--- config.mk ---
export PLATFORM = sky130hd
export DESIGN_NAME = integer_square_root_core
export DESIGN_NICKNAME = d
export VERILOG_FILES = /design/src/isr_pkg.sv /design/src/isr_dp.sv /design/src/isr_ctrl.sv /design/src/integer_square_root_core.sv
export SDC_FILE = /design/constraint.sdc
export NUM_CORES = 1
export LEC_CHECK = 0
export BUFFER_PORTS_ARGS = -buffer_cell sky130_fd_sc_hd__buf_2
export CORE_ASPECT_RATIO = 1.2
export CORE_UTILIZATION = 25
export DETAILED_ROUTE_END_ITERATION = 10
export PLACE_DENSITY_LB_ADDON = 0.3
export SYNTH_ARGS = -nofsm -noshare
export SYNTH_HDL_FRONTEND = slang
export SYNTH_SLANG_ARGS = --single-unit
--- constraint.sdc ---
create_clock -name clk -period 16.05 [get_ports clk]
set_clock_uncertainty 0.15 [all_clocks]
set_input_delay 1.605 -clock clk [delete_from_list [all_inputs] [get_ports clk]]
set_output_delay 1.605 -clock clk [all_outputs]
set_load 0.05 [all_outputs]
--- src/isr_pkg.sv ---
// Shared types and defaults for the integer square root core.
// Used by isr_ctrl, isr_dp and integer_square_root_core; depends on nothing.
package isr_pkg;

  // Default radicand width and the fixed width of the root port
  localparam int DEF_INPUT_WIDTH = 64;
  localparam int ROOT_WIDTH      = 32;

  // Commands from the controller to the datapath
  typedef struct packed {
    logic load;  // capture radicand, clear root, set trial bit to top pair
    logic step;  // run one bit-pair iteration
  } isr_cmd_t;

  // Status from the datapath to the controller
  typedef struct packed {
    logic last;  // trial bit sits at bit 0: current step is the final one
  } isr_status_t;

endpackage

--- src/isr_dp.sv ---
// Datapath of the integer square root core: remainder, partial root and trial bit.
// Depends on isr_pkg for the command and status structs.
module isr_dp #(
  parameter int INPUT_WIDTH = isr_pkg::DEF_INPUT_WIDTH
) (
  input  logic                     clk,
  input  logic [INPUT_WIDTH-1:0]   radicand,
  input  isr_pkg::isr_cmd_t        cmd,
  output isr_pkg::isr_status_t     status,
  output logic [INPUT_WIDTH-1:0]   root_value
);

  // Exponent of the highest power of four that fits in the radicand width
  localparam int PAIRS   = (INPUT_WIDTH + 1) / 2;
  localparam int TOP_EXP = 2 * (PAIRS - 1);
  localparam logic [INPUT_WIDTH-1:0] BIT_INIT =
    {{(INPUT_WIDTH-1){1'b0}}, 1'b1} << TOP_EXP;

  logic [INPUT_WIDTH-1:0] rem;
  logic [INPUT_WIDTH-1:0] root;
  logic [INPUT_WIDTH-1:0] trial_bit;
  logic [INPUT_WIDTH:0]   trial;
  logic                   fits;

  // Form the trial subtrahend and compare against the remainder
  assign trial = {1'b0, root} + {1'b0, trial_bit};
  assign fits  = ({1'b0, rem} >= trial);

  // Load the operand, or advance one bit pair
  always_ff @(posedge clk) begin
    if (cmd.load) begin
      rem       <= radicand;
      root      <= '0;
      trial_bit <= BIT_INIT;
    end else if (cmd.step) begin
      if (fits) begin
        rem  <= rem - trial[INPUT_WIDTH-1:0];
        root <= (root >> 1) + trial_bit;
      end else begin
        root <= root >> 1;
      end
      trial_bit <= trial_bit >> 2;
    end
  end

  assign status.last = trial_bit[0];
  assign root_value  = root;

endmodule

--- src/isr_ctrl.sv ---
// Controller of the integer square root core: accepts a beat, sequences steps,
// raises the result strobe. Depends on isr_pkg for the command and status structs.
module isr_ctrl (
  input  logic                  clk,
  input  logic                  rst,
  input  logic                  start,
  input  isr_pkg::isr_status_t  status,
  output isr_pkg::isr_cmd_t     cmd,
  output logic                  busy,
  output logic                  done
);

  localparam logic ST_IDLE = 1'b0;
  localparam logic ST_RUN  = 1'b1;

  logic state;
  logic state_next;
  logic done_next;
  logic accept;

  assign accept = start && (state == ST_IDLE);
  assign busy   = (state != ST_IDLE);

  // Drive datapath commands
  assign cmd.load = accept;
  assign cmd.step = (state == ST_RUN);

  // Next state: run until the final bit pair, then strobe the result
  always_comb begin
    state_next = state;
    done_next  = 1'b0;
    case (state)
      ST_IDLE: begin
        if (start) state_next = ST_RUN;
      end
      ST_RUN: begin
        if (status.last) begin
          state_next = ST_IDLE;
          done_next  = 1'b1;
        end
      end
      default: state_next = ST_IDLE;
    endcase
  end

  always_ff @(posedge clk) begin
    if (rst) begin
      state <= ST_IDLE;
      done  <= 1'b0;
    end else begin
      state <= state_next;
      done  <= done_next;
    end
  end

  // The strobe only shows once the engine is free again
  a_done_idle: assert property (@(posedge clk) disable iff (rst) done |-> !busy)
    else $error("result strobe while busy");

  // The final step always yields a strobe on the next cycle
  a_last_done: assert property (@(posedge clk) disable iff (rst)
    (state == ST_RUN && status.last) |=> done)
    else $error("final step without result strobe");

  // Every strobe follows a final step
  a_done_src: assert property (@(posedge clk) disable iff (rst)
    done |-> $past(state == ST_RUN && status.last))
    else $error("result strobe without final step");

  // An accepted beat makes the engine busy
  a_accept_busy: assert property (@(posedge clk) disable iff (rst)
    accept |=> busy)
    else $error("accepted beat did not start the engine");

endmodule

--- src/integer_square_root_core.sv ---
// Top level of the integer square root core: floor(sqrt(radicand)).
// Depends on isr_pkg, isr_ctrl and isr_dp.
//
//   channel   signals                 direction  handshake
//   request   start, busy, radicand   in         beat taken when start && !busy
//   result    done, root              out        beat lasts one cycle while done
//
// One beat is the load edge, then one bit-pair iteration per cycle in the shared
// subtract-and-compare step of the datapath. done and root appear in the cycle
// after the last step; busy is already low then, so a new beat may start in that
// cycle. rst clears the controller; an item in flight is dropped. The receiver
// cannot stall: root holds only for the strobe cycle's worth of guarantees.
module integer_square_root_core #(
  parameter int INPUT_WIDTH = isr_pkg::DEF_INPUT_WIDTH
) (
  input  logic                            clk,
  input  logic                            rst,
  input  logic                            start,
  input  logic [INPUT_WIDTH-1:0]          radicand,
  output logic                            busy,
  output logic                            done,
  output logic [isr_pkg::ROOT_WIDTH-1:0]  root
);

  isr_pkg::isr_cmd_t      cmd;
  isr_pkg::isr_status_t   status;
  logic [INPUT_WIDTH-1:0] root_value;

  isr_ctrl u_ctrl (
    .clk    (clk),
    .rst    (rst),
    .start  (start),
    .status (status),
    .cmd    (cmd),
    .busy   (busy),
    .done   (done)
  );

  isr_dp #(
    .INPUT_WIDTH (INPUT_WIDTH)
  ) u_dp (
    .clk        (clk),
    .radicand   (radicand),
    .cmd        (cmd),
    .status     (status),
    .root_value (root_value)
  );

  // Fit the root to the result port
  assign root = isr_pkg::ROOT_WIDTH'(root_value);

endmodule
Yosys cells after proc, flatten, opt, wreduce, memory -nomap -nowiden
Index checks and enable logic that the tools add are counted.
- bits in registers: 162
- bits of input ports: 67
- output and inout bits: 34
- logic and storage cells: 23
- add/sub/neg operators: 3
- $lt $le $gt $ge: 1
- multiplexer cells: 8
- bitwise gates (word level): 1
- reduce and logical (&&, ||, !) cells: 5
- operators with widths (operator ; count):
    $mux 64 ; 4
    $add 64x63->65 ; 1
    $ge 64x65->1 ; 1
    $add 63x63->64 ; 1
    $sub 64x64->64 ; 1
    $reduce_bool 2->1 ; 2
    $mux 1 ; 3
    $pmux 1 s2 ; 1
    $reduce_and 2->1 ; 1
    $reduce_or 2->1 ; 1
    $logic_and 1x1->1 ; 1
    $not 1->1 ; 1

Logic depth before layout (Yosys ltp)
Gate-level depths: netlist of run 1.
- word-level depth: 5
- depth in mapped cells: 27
- gate-level depth less buffers: 23

By module
A second synthesis of run 1 with hierarchy kept.
- cells, all modules: 1911
- area, all modules: 15079.5 µm²
- modules (own cells, without submodules) (module ; times used ; cells each ; area an instance (µm²) ; sequential area each (µm²)):
    isr_dp ; 1 ; 1902 ; 14994.4 ; 3843.7
    isr_ctrl ; 1 ; 9 ; 85.1 ; 40.0

Least setup slack after synthesis of run 1
OpenSTA, ideal clock, no wires.
- kind: register -> register
- start point: register u_dp.root[2], in the netlist u_dp.root_value[2]
- end point: register u_dp.rem[0], enable pin
- library setup time: 0.424 ns
- arrival time: 6.404 ns
- required time: 15.476 ns
- slack: 9.072 ns
- cell stages (with the launch flop): 26
- path buffers: 3
- clock period less this slack: 6.978 ns
- cell sequence: dfxtp_1 ha_1 a31oi_1 o21bai_1 a21bo_2 o211a_1 a221oi_2 o21ai_1 a21o_1 a31oi_1 o21bai_1 xnor2_1 ha_1 clkbuf_1 nand2_1 or2_2 nor3_1 nand4_1 o211a_2 o21ai_1 o311a_4 and2_4 buf_6 buf_4 nand2_1 nand2_1
- word-level cells in the longest chain between the ends: 4
- ends and longest elaborated chain (what ; RTL line ; RTL):
    from (decl) ; isr_dp.sv:20 ; logic [INPUT_WIDTH-1:0] root;
    from (signal assigned) ; isr_dp.sv:38 ; root <= (root >> 1) + trial_bit;
    from (signal assigned) ; isr_dp.sv:40 ; root <= root >> 1;
    $add 64x63->65 ; isr_dp.sv:26 ; assign trial = {1'b0, root} + {1'b0, trial_bit};
    $ge 64x65->1 ; isr_dp.sv:27 ; assign fits = ({1'b0, rem} >= trial);
    $reduce_bool 2->1 (no line) ; n/a ;
    $reduce_and 2->1 (no line) ; n/a ;
    to (signal assigned) ; isr_dp.sv:32 ; rem <= radicand;
    to (signal assigned) ; isr_dp.sv:37 ; rem <= rem - trial[INPUT_WIDTH-1:0];
    to (decl) ; isr_dp.sv:19 ; logic [INPUT_WIDTH-1:0] rem;
Every way passes these cells.
A chain may end at the register's enable or synchronous reset.

Final worst setup path of run 1
- start point: register u_dp.root[16], in the netlist u_dp.root_value[16]
- end point: register u_dp.rem[18], enable pin
Same word-level chain as after synthesis.

==> run summary, run 1 <==
The flow ran to the end, and the final reports show no timing, DRC or antenna violations. Sum of overflow across all layers after global routing: 0. Detailed placement finished with a half-perimeter wire length of 37700 um. Along the worst path, the maximum fanout reaches 64.

Commonest register cell after synthesis: sky130_fd_sc_hd__dfxtp_1. The worst hold path passes through 2 cells. Hold timing on the final database bottoms out at a slack of 346 ps. The library cell used most frequently in the layout, excluding fill and tap cells, is sky130_fd_sc_hd__nand2_1.

Routability-driven placement finished with a final weighted congestion of 0.875. The clock tree synthesis step divided the H-tree into 4 levels. Static timing analysis puts the maximum clock frequency at 126 MHz.

The reported max-cap violation count was 0. The worst setup path is launched from a flop. The remaining max-slew budget at the tightest pin was 0.267. The run gives 8090 ps as the worst-case register-to-register setup slack. The synthesized instance count was 1949; the share of the clock period used by the worst path after layout was 0.496. In the post-route analysis, the smallest setup slack over all paths is 8090 ps. For the net count after synthesis, the log shows 2147.

Via count of the first global-routing pass: 14.1k. Setup repair after global routing left no endpoint under its margin. The worst IR drop on VDD is 0.0965 mV, and the post-detailed-routing wire length is 49400 um.

The die area came out at 0.0619 sq mm. The share of post-route cells with drive strength above 1 was 0.0983. 101 I/O pins were placed.

The power density over the cells is 169 mW/mm^2, and the final layout net count is 2129. The netlist area before placement was 0.0152 sq mm. The transition time of the tightest slew-check pin is 1100 ps, and the TritonCTS sink count is 162. For the worst setup path, the data required time is 15990 ps. The type of the worst setup path was reg2reg. The top cell types in the final layout, fill and taps aside, are sky130_fd_sc_hd__nand2_1, sky130_fd_sc_hd__a21oi_1, sky130_fd_sc_hd__o21ai_0. The area growth from synthesis to layout is 9.41%, and the minimum period implied by the final worst setup slack is 7960 ps. Clock-pin slew was measured on the worst setup and hold paths at 70 ps.

The number of gates resized after CTS came out at 0. The endpoint identified for the worst register-to-register timing path is u_dp.rem[18]. Measured in cells, the most critical reg-to-reg path has a length of 22. The clock network latency to the later pin of the worst-skew pair was 460 ps.

The analysis attributes to cell leakage a power of 6.31 nW. In this run, CTS created clock tree buffers numbering 17. The maximum clock insertion buffer count was 2. The count of final max-slew check failures is 0. Setup violations remaining at the end of the flow were counted as 0. The library cell with the largest summed area after synthesis was sky130_fd_sc_hd__dfxtp_1. The floorplan step set the die width to 227 um. Entering global routing, the biggest net connects 70 pins.

In this run, synthesis inferred 64 flip-flops with an integrated enable. Yosys mapped the design onto 94 distinct sky130hd cell types. For this block, the via count after detailed routing is 14.3k.

The tools report the register area share after synthesis as 0.255. The die extent in y was 272 um; the wire length per cell after detailed routing was 18.0 um. In this run, the number of DRC markers left after iteration 0 of detailed routing was 1136. The summed negative setup slack over all endpoints is 0 ps. Proportion of netlist area held by the largest area contributor: 0.129. The run gives 1 as the initial antenna violation count. After filler insertion, the fill cell instance count of the layout stands at 6488. The worst setup path is captured at a flop. The tightest min-delay check is of the reg2reg type. During synthesis, Yosys emitted a total of 0 warnings. Arrival time of the worst setup path: 7900 ps. Yosys attributes the largest share of cell area to sky130_fd_sc_hd__dfxtp_1, sky130_fd_sc_hd__edfxtp_1, sky130_fd_sc_hd__ha_1. In this run the clock root is driven by a sky130_fd_sc_hd__clkbuf_16. The synthesized area per cell is 7.82 sq um, and the number of nets with antenna violations after detailed routing is 0. The starting density of the core is 0.254, and the area occupied by multi-input gates is 0.0105 sq mm.

The flip-flop and latch count after synthesis is 162, and the fraction of registers with async set/reset is 0. The row count is 98, and the number of setup buffers added after CTS is 0. The logs give 0 for the number of buffers inserted by hold repair at cts and 0 for the residual DRC count.

The tools report the global-route usage over all layers as 0.159. The startpoint of the worst register-to-register path was u_dp.root_value[16]. TritonCTS built the clock tree.

Post-placement worst setup slack: 8010 ps. The first global-routing pass estimated 77500 um of wire. The average via count per standard cell came out at 5.23.

The launch point of the worst hold path is u_dp.root_value[0]. The port buffer count was 100. For hold timing, the worst endpoint is u_dp.root_value[0]. The number of detailed-routing iterations run before antenna repair was 6.

The logs give 0 for the diode insertion count for antenna repair and 0 for the final number of hold-violating endpoints. The region available for standard cell placement spans 0.0600 sq mm. The register area came out at 0.00389 sq mm.
==> through the flow <==
step	power [mW]	std cells	utilization	cell area, sq um
2_1_floorplan	2.01	1949	-	15200
3_3_place_gp	2.38	2712	0.269	16100
3_5_place_dp	2.39	2712	0.269	16100
4_1_cts	2.82	2744	0.278	16700
5_1_grt	3.04	2744	0.278	16700
6_report	2.83	2744	0.278	16700
==> Yosys cell counts, drive strengths merged, types with 16 or more instances <==
| library cell | instances |
|---|---|
| xnor2 | 86 |
| and3 | 24 |
| a31o | 19 |
| nand3 | 51 |
| a21oi | 162 |
| nor2 | 144 |
| xor2 | 76 |
| clkbuf | 90 |
| o21bai | 26 |
| nand2 | 246 |
| nor3 | 22 |
| buf | 55 |
| and2 | 17 |
| ha | 130 |
| a211oi | 18 |
| o22ai | 18 |
| dfxtp | 98 |
| edfxtp | 64 |
| a21o | 68 |
| inv | 45 |
| o21ai | 155 |
| nor2b | 16 |
| a31oi | 55 |
| nand4 | 51 |
| mux2i | 24 |
==> where the power goes <==
| group | switching [mW] | total [mW] | internal, mW |
|---|---|---|---|
| Clock | 0.201 | 0.421 | 0.220 |
| Combinational | 1.07 | 1.71 | 0.640 |
| Sequential | 0.102 | 0.696 | 0.594 |
==> worst max-delay path, stage by stage, from the launching register on <==
cell,delay [ps]
sky130_fd_sc_hd__dfxtp_1,500
sky130_fd_sc_hd__ha_1,320
sky130_fd_sc_hd__a31oi_1,450
sky130_fd_sc_hd__and3_1,270
sky130_fd_sc_hd__nand2_1,60
sky130_fd_sc_hd__o211a_1,300
sky130_fd_sc_hd__a221oi_2,350
sky130_fd_sc_hd__o21ai_1,220
sky130_fd_sc_hd__a21o_1,260
sky130_fd_sc_hd__a31oi_1,450
sky130_fd_sc_hd__o21ai_1,180
sky130_fd_sc_hd__xnor2_1,180
sky130_fd_sc_hd__ha_1,490
sky130_fd_sc_hd__nand4_1,220
sky130_fd_sc_hd__nor4_1,350
sky130_fd_sc_hd__nand4_1,130
sky130_fd_sc_hd__o211a_2,210
sky130_fd_sc_hd__o21ai_1,140
sky130_fd_sc_hd__o311a_4,450
sky130_fd_sc_hd__and2_4,640
sky130_fd_sc_hd__nand2_1,340
sky130_fd_sc_hd__nand2_2,140
sky130_fd_sc_hd__buf_4,670
==> kinds of logic (layout without fill, tap and decap cells) <==
kind of cell	Yosys count	after routing	synth area share
AOI/OAI and AO/OA	647	647	0.276
xor gates and xnor gates	162	162	0.0931
adders and majority gates	131	131	0.108
buffers and inverters	191	186	0.0581
DFF	162	162	0.255
muxes	25	25	0.0165
and+or+nand+nor	631	631	0.193
==> worst max path at each step <==
stage          slack [ps]                 from  cells past startpoint      endpoint
2_1_floorplan        9070   u_dp.root_value[2]                     25   u_dp.rem[0]
3_3_place_gp         8140   u_dp.root_value[2]                     22  u_dp.rem[10]
3_5_place_dp         8010   u_dp.root_value[2]                     22   u_dp.rem[5]
4_1_cts              7990   u_dp.root_value[2]                     22  u_dp.rem[47]
5_1_grt              7360   u_dp.root_value[2]                     22  u_dp.rem[18]
6_report             8090  u_dp.root_value[16]                     22  u_dp.rem[18]
==> cell type report <==
cell class,count,share of cell area
Timing Repair Buffer,108,0.0336
Clock buffer,19,0.0266
Sequential cell,162,0.233
Inverter,46,0.0104
Clock inverter,13,0.00728
Tap cell,800,0.0600
Multi-Input combinational cell,1596,0.629
==> layer usage <==
layer	track usage	up-vias	part of all wire
li1	-	7117	-
met1	0.210	6790	0.47
met2	0.261	362	0.47
met3	0.0172	71	0.035
met4	0.0646	2	0.031
met5	0	-	0.00020
==> flip-flops by register name, indices dropped and copies added, names as in the netlist <==
signal,count
u_ctrl.busy,1
u_ctrl.done,1
u_dp.rem,64
u_dp.root_value,64
u_dp.trial_bit,32
Note: power is estimated with default switching activity, not from simulation.
==> run 2: changes to the inputs <==
==> constraint.sdc (replaced) <==
create_clock -name clk -period 7.3 [get_ports clk]
set_clock_uncertainty 0.15 [all_clocks]
set_input_delay 0.73 -clock clk [delete_from_list [all_inputs] [get_ports clk]]
set_output_delay 0.73 -clock clk [all_outputs]
set_load 0.05 [all_outputs]
==> run 2 against run 1 <==
  * First-iteration DRC count is 4.0% lower
  * Largest power group unchanged
  * Design area is 1.1% higher
  * Combinational power is 130% higher
  * Register-to-register slack worse by 7200 ps
  * Routed wire length is 1.1% higher
  * Clock-buffer cell count is 1 higher
==> run summary, run 2 (same netlist as run 1, synthesis figures left out) <==
The flow ran to the end, and the final reports show no timing, DRC or antenna violations. The worst IR drop on VDD is 0.238 mV (was 0.0965 mV). The path type of the worst min-delay path is in2reg (was reg2reg). The number of levels the H-tree was split into came out at 4 (unchanged). The row count is 98 (unchanged).

The starting DRC count in detailed routing is 1090 (was 1136), and the critical path depth in cells is 22 (unchanged). TritonCTS built the clock tree. The highest-delay cell along the critical path is sky130_fd_sc_hd__ha_1 (was sky130_fd_sc_hd__buf_4).

The logs give 0 (unchanged) for the sum of overflow across all layers after global routing and 6 (unchanged) for the number of detailed-routing iterations run before antenna repair. The die extent in x was 227 um (unchanged). Initial antenna violation count: 0 (was 1).

The average via count per standard cell was 5.24 (was 5.23); the final layout net count was 2142 (was 2129). The launching element type of the critical path was a flop (unchanged). The clock network latency to the later pin of the worst-skew pair is 470 ps (was 460 ps). The type of the worst setup path was reg2reg (unchanged). Setup repair after global routing left no endpoint under its margin. The tools report the pin count of the biggest net entering global routing as 72 (was 70). The capturing element type of the critical path was a flop (unchanged).

The die extent in y came out at 272 um (unchanged). The run gives 0.0619 sq mm (unchanged) as the die area. The run gives 7330 ps (was 15990 ps) as the worst path required time. The tools report the area of the core as 0.0600 sq mm (unchanged). The run gives 2 (unchanged) as the maximum clock insertion buffer count. The number of setup buffers added after CTS is 0 (unchanged), and the global-route wire length before repair is 78100 um (was 77500 um). The final number of hold-violating endpoints was 0 (unchanged); the largest fanout of any net on the critical path was 20 (was 64).

The cell class contributing the biggest share of worst-path delay was compound AO/OA/AOI/OAI gates (unchanged). The number of buffers inserted by hold repair at cts is 0 (unchanged). The area growth from synthesis to layout was 10.6% (was 9.41%). The number of inserted filler cells in the final layout was 6441 (was 6488). The logs give 38600 um (was 37700 um) for the final HPWL from detailed placement and 0 (unchanged) for the residual DRC count.

Total via count after detailed routing: 14.5k (was 14.3k). The tools report the global-route usage over all layers as 0.160 (was 0.159). The run gives 0.887 (was 0.875) as the final weighted congestion of routability-driven global placement. Share of post-route cells with drive strength above 1: 0.105 (was 0.0983). The register area is 0.00389 sq mm (unchanged), and the share of the clock period used by the worst path after layout is 0.879 (was 0.496). The area occupied by multi-input gates came out at 0.0105 sq mm (unchanged). The wire length per cell after detailed routing is 18.1 um (was 18.0 um), and the arrival time of the worst setup path is 6450 ps (was 7900 ps).

Number of placed instances, taps included: 2725 (was 2712). For the remaining max-slew budget at the tightest pin, the log shows 0.464 (was 0.267). The I/O pin count came out at 101 (unchanged). The diode insertion count for antenna repair was 0 (unchanged). The sum of buffers and inverters on the critical path was 1 (unchanged). For the post-detailed-routing wire length, the log shows 50000 um (was 49400 um). Commonest cells after routing, fill and taps aside: sky130_fd_sc_hd__nand2_1, sky130_fd_sc_hd__a21oi_1, sky130_fd_sc_hd__o21ai_0 (unchanged). The tools report the TritonCTS sink count as 162 (unchanged). The root buffer cell was sky130_fd_sc_hd__clkbuf_16 (unchanged). The setup-violating endpoint count in the final report was 0 (unchanged); the port buffer count was 100 (unchanged). The logs give 0 (unchanged) for the number of nets with antenna violations after detailed routing and 0 ps (unchanged) for the summed negative setup slack over all endpoints. Power density over the cells: 378 mW/mm^2 (was 169 mW/mm^2). The cell occurring most often along the worst timing path is sky130_fd_sc_hd__o21ai_1 (unchanged). The count of final max-slew check failures is 0 (unchanged).

CP cell instances: ha_1, a31oi_1, o21bai_1, a21bo_2, o211a_1, a221oi_2, o21ai_1, a21o_1, a31oi_1, o21ai_1, xnor2_1, ha_1, nand4_1, nor4_1, nand4_1, o211a_2, o21ai_1, o311a_4, and2_4, nand2_1, nand2_2, buf_12 (was ha_1, a31oi_1, and3_1, nand2_1, o211a_1, a221oi_2, o21ai_1, a21o_1, a31oi_1, o21ai_1, xnor2_1, ha_1, nand4_1, nor4_1, nand4_1, o211a_2, o21ai_1, o311a_4, and2_4, nand2_1, nand2_2, buf_4). The logs give 2757 (was 2744) for the final instance count without filler cells and 0 (unchanged) for the reported max-cap violation count. The transition time of the tightest slew-check pin was 805 ps (was 1100 ps).

The via count of the first global-routing pass was 14.1k (about the same); the highest attainable clock frequency was 156 MHz (was 126 MHz). The number of gates resized after CTS was 0 (unchanged). The clock-pin slew on the worst setup and hold paths was 70 ps (about the same). The total CTS buffers was 17 (unchanged).

The leakage power total is 6.41 nW (was 6.31 nW). Minimum period implied by the final worst setup slack: 6420 ps (was 7960 ps). The starting density of the core was 0.254 (unchanged); the depth of the worst register-to-register path was 22 (unchanged). The most common cell after layout, fill and taps aside is sky130_fd_sc_hd__nand2_1 (unchanged). The worst hold path stage count is 2 (unchanged). Maximum cell stage delay along the critical path: 490 ps (was 670 ps).
## run 2: per-stage QoR
stage,instance area (sq um),power (mW),worst slack [ps],util,hold WS (ps)
global route,16900,6.82,465,0.281,285
floorplan,15200,4.42,322,-,302
detailed placement,16300,5.38,898,0.271,334
global placement,16300,5.36,963,0.271,317
CTS,16900,6.35,869,0.281,270
finish,16900,6.37,880,0.281,283
## run 2: metal layers
layer | global-route usage | part of all wire
met5 | 0 | 0
met4 | 0.0611 | 0.027
met3 | 0.0131 | 0.035
met2 | 0.271 | 0.47
met1 | 0.209 | 0.46
## run 2: path summary, 6_finish.rpt
path,end,from,slack (ps)
max,u_dp.rem[48],u_dp.root_value[2],880
min,u_ctrl.busy,rst,280
max reg2reg,u_dp.rem[48],u_dp.root_value[2],880
min reg2reg,u_dp.root_value[0],u_dp.root_value[0],340
## run 2: layout make-up
type | instances | area share
tap | 800 | 0.0594
clock buffer | 20 | 0.0277
timing repair buffer | 121 | 0.0428
clock inverter | 12 | 0.00691
sequential | 162 | 0.231
inverter | 46 | 0.0102
multi-input combinational | 1596 | 0.622
## run 2: report_power, final
part	switching (mW)	total [mW]	internal [mW]	leakage [nW]
Clock	0.438	0.941	0.504	0.291
Sequential	0.226	1.53	1.30	1.41
Combinational	2.39	3.89	1.51	4.70
==> run 3: changes to the inputs <==
--- a/config.mk
+++ b/config.mk
@@ -10,6 +10,7 @@
 export CORE_UTILIZATION = 25
 export DETAILED_ROUTE_END_ITERATION = 10
 export PLACE_DENSITY_LB_ADDON = 0.3
+export RECOVER_POWER = 25
 export SYNTH_ARGS = -nofsm -noshare
 export SYNTH_HDL_FRONTEND = slang
 export SYNTH_SLANG_ARGS = --single-unit
==> run 3 against run 2 <==
  * The flow now finishes with violations (max-capacitance violations, max-slew violations)
  * Cell count did not move
  * Via count barely moved
  * Largest power group unchanged
  * Design area fell by 0.36%
  * Highest routed layer unchanged
  * Routed wire length rose by 0.33%
  * Largest cell class unchanged
==> run summary, run 3 (same netlist as run 1, synthesis figures left out) <==
The run gives 0.254 (unchanged) as the starting density of the core. The tools report the number of nets with antenna violations after detailed routing as 0 (unchanged). The depth of the worst register-to-register path was 22 (unchanged); the setup-violating endpoint count in the final report was 0 (unchanged).

The area of the core was 0.0600 sq mm (unchanged). The worst hold path stage count is 2 (unchanged). The cell occurring most often along the worst timing path was sky130_fd_sc_hd__o21ai_1 (unchanged).

For the final standard cell utilization of the core, the log shows 0.280 (was 0.281). The tools report the capturing element type of the critical path as a flop (unchanged). The minimum period implied by the final worst setup slack was 6530 ps (was 6420 ps).

The starting DRC count in detailed routing is 1097 (was 1090). The final number of hold-violating endpoints was 0 (unchanged); the number of gates resized after CTS was 0 (unchanged). Maximum clock insertion buffer count: 2 (unchanged). The sum of overflow across all layers after global routing was 0 (unchanged); the number of placed instances, taps included was 2725 (unchanged). For the worst path required time, the log shows 7330 ps (about the same). Largest fanout of any net on the critical path: 9 (was 20). Type of the worst setup path: reg2reg (unchanged). The average via count per standard cell is 5.25 (was 5.24), and the area growth from synthesis to layout is 10.2% (was 10.6%). The post-detailed-routing wire length is 50100 um (was 50000 um). Launching element type of the critical path: a flop (unchanged).

The initial antenna violation count was 0 (unchanged). Setup repair after global routing left no endpoint under its margin. The total CTS buffers is 17 (unchanged).

The run gives 14.5k (about the same) as the total via count after detailed routing. Die extent in x: 227 um (unchanged). The highest attainable clock frequency was 153 MHz (was 156 MHz); the power density over the cells was 379 mW/mm^2 (was 378 mW/mm^2).

The flow ran to the end, but the final reports show violations. The final instance count without filler cells came out at 2757 (unchanged). The share of the clock period used by the worst path after layout is 0.894 (was 0.879). The final HPWL from detailed placement was 38600 um (unchanged); the wire length per cell after detailed routing was 18.2 um (was 18.1 um). The residual DRC count came out at 0 (unchanged). For the count of final max-slew check failures, the log shows 210 (was 0).

Highest-delay cell along the critical path: sky130_fd_sc_hd__ha_1 (unchanged). The number of detailed-routing iterations run before antenna repair was 5 (was 6); the worst hold margin was 292 ps (was 283 ps). The final weighted congestion of routability-driven global placement came out at 0.887 (unchanged). The placed standard-cell area was 0.0163 sq mm (unchanged). Commonest cells after routing, fill and taps aside: sky130_fd_sc_hd__nand2_1, sky130_fd_sc_hd__a21oi_1, sky130_fd_sc_hd__o21ai_0 (unchanged). CP cell instances: ha_1, a31oi_1, o21bai_1, a21bo_2, o211a_1, a221oi_2, o21ai_1, a21o_1, a31oi_1, o21ai_1, xnor2_1, ha_1, nand4_1, nor4_1, nand4_1, o211a_2, o21ai_1, o311a_4, and2_4, nand2_1, nand2_2, buf_4 (was ha_1, a31oi_1, o21bai_1, a21bo_2, o211a_1, a221oi_2, o21ai_1, a21o_1, a31oi_1, o21ai_1, xnor2_1, ha_1, nand4_1, nor4_1, nand4_1, o211a_2, o21ai_1, o311a_4, and2_4, nand2_1, nand2_2, buf_12). Global-route usage over all layers: 0.160 (unchanged). The logs give 770 ps (was 880 ps) for the worst-case register-to-register setup slack and 0 (unchanged) for the number of buffers inserted by hold repair at cts.

Post-route cell area: 0.0168 sq mm (was 0.0169 sq mm). The number of setup buffers added after CTS is 0 (unchanged), and the reported max-cap violation count is 4 (was 0). The clock-pin slew on the worst setup and hold paths is 80 ps (was 70 ps), and the share of post-route cells with drive strength above 1 is 0.0853 (was 0.105). The path type of the worst min-delay path was in2reg (unchanged). The tools report the post-layout total power as 6.36 mW (was 6.37 mW). The transition time of the tightest slew-check pin was 3160 ps (was 805 ps).

The endpoint of the worst hold path is u_ctrl.done (was u_ctrl.busy). The TritonCTS sink count is 162 (unchanged). Pin count of the biggest net entering global routing: 72 (unchanged). For the global-route wire length before repair, the log shows 78100 um (unchanged).

The die area came out at 0.0619 sq mm (unchanged). The most common cell after layout, fill and taps aside was sky130_fd_sc_hd__nand2_1 (unchanged). The root buffer cell is sky130_fd_sc_hd__clkbuf_16 (unchanged). The launch point of the worst hold path was rst (unchanged). The maximum cell stage delay along the critical path was 490 ps (about the same); the summed negative setup slack over all endpoints was 0 ps (unchanged).

The reg-to-reg critical path endpoint was u_dp.rem[44] (was u_dp.rem[48]). For the worst IR drop on VDD, the log shows 0.238 mV (about the same). The number of levels the H-tree was split into is 4 (unchanged). The tools report the arrival time of the worst setup path as 6560 ps (was 6450 ps).

The clock network latency to the later pin of the worst-skew pair is 470 ps (about the same). The tools report the diode insertion count for antenna repair as 0 (unchanged). The die extent in y was 272 um (unchanged). The tools report the leakage power total as 6.25 nW (was 6.41 nW).

TritonCTS built the clock tree. The final layout net count is 2142 (unchanged), and the port buffer count is 100 (unchanged). The remaining max-slew budget at the tightest pin was -1.11 (was 0.464); the row count was 98 (unchanged).

The via count of the first global-routing pass is 14.1k (unchanged). The run gives 101 (unchanged) as the I/O pin count. The minimum setup slack in the final design was 773 ps (was 880 ps). The startpoint of the worst register-to-register path is u_dp.root_value[2] (unchanged). The post-placement worst setup slack is 898 ps (unchanged). The checks that failed: max-capacitance violations, max-slew violations.
==> run 3: worst max path at each step <==
stage                       startpoint            to  cells after the start
floorplan           u_dp.root_value[2]   u_dp.rem[0]                     25
global placement    u_dp.root_value[2]  u_dp.rem[60]                     23
detailed placement  u_dp.root_value[2]  u_dp.rem[60]                     23
CTS                 u_dp.root_value[2]  u_dp.rem[60]                     22
global route        u_dp.root_value[2]  u_dp.rem[48]                     23
finish              u_dp.root_value[2]  u_dp.rem[44]                     22
==> run 3: critical path: cells and delay by family, from the launching register on <==
family	cells	cell delay [ps]
XOR/XNOR	1	190
buffers and inverters	1	260
AO/OA/AOI/OAI	12	3070
AND/OR/NAND/NOR	6	1310
adder cells (fa/ha/maj)	2	810
flip-flops	1	450
==> run 3: layer usage <==
layer | vias to the layer above | routed length (um) | global-route usage
li1 | 7152 | - | -
met1 | 6871 | 23200 | 0.209
met2 | 374 | 23800 | 0.271
met3 | 70 | 1690 | 0.0131
met4 | 0 | 1440 | 0.0611
met5 | - | 0 | 0
==> run 3: area by class of cell <==
cell class	count	area (sq um)
multi-input cells	1596	10500
clock inverters	12	116
well taps	800	1000
inverters	46	173
flip-flops and latches	162	3880
clock buffers	20	467
fillers	6450	43200
repair buffers	121	672
==> run 3: where the power goes <==
group | leakage, nW | switching, mW | internal (mW)
Clock | 0.291 | 0.439 | 0.504
Combinational | 4.55 | 2.39 | 1.50
Sequential | 1.41 | 0.227 | 1.30
Total | 6.25 | 3.05 | 3.31
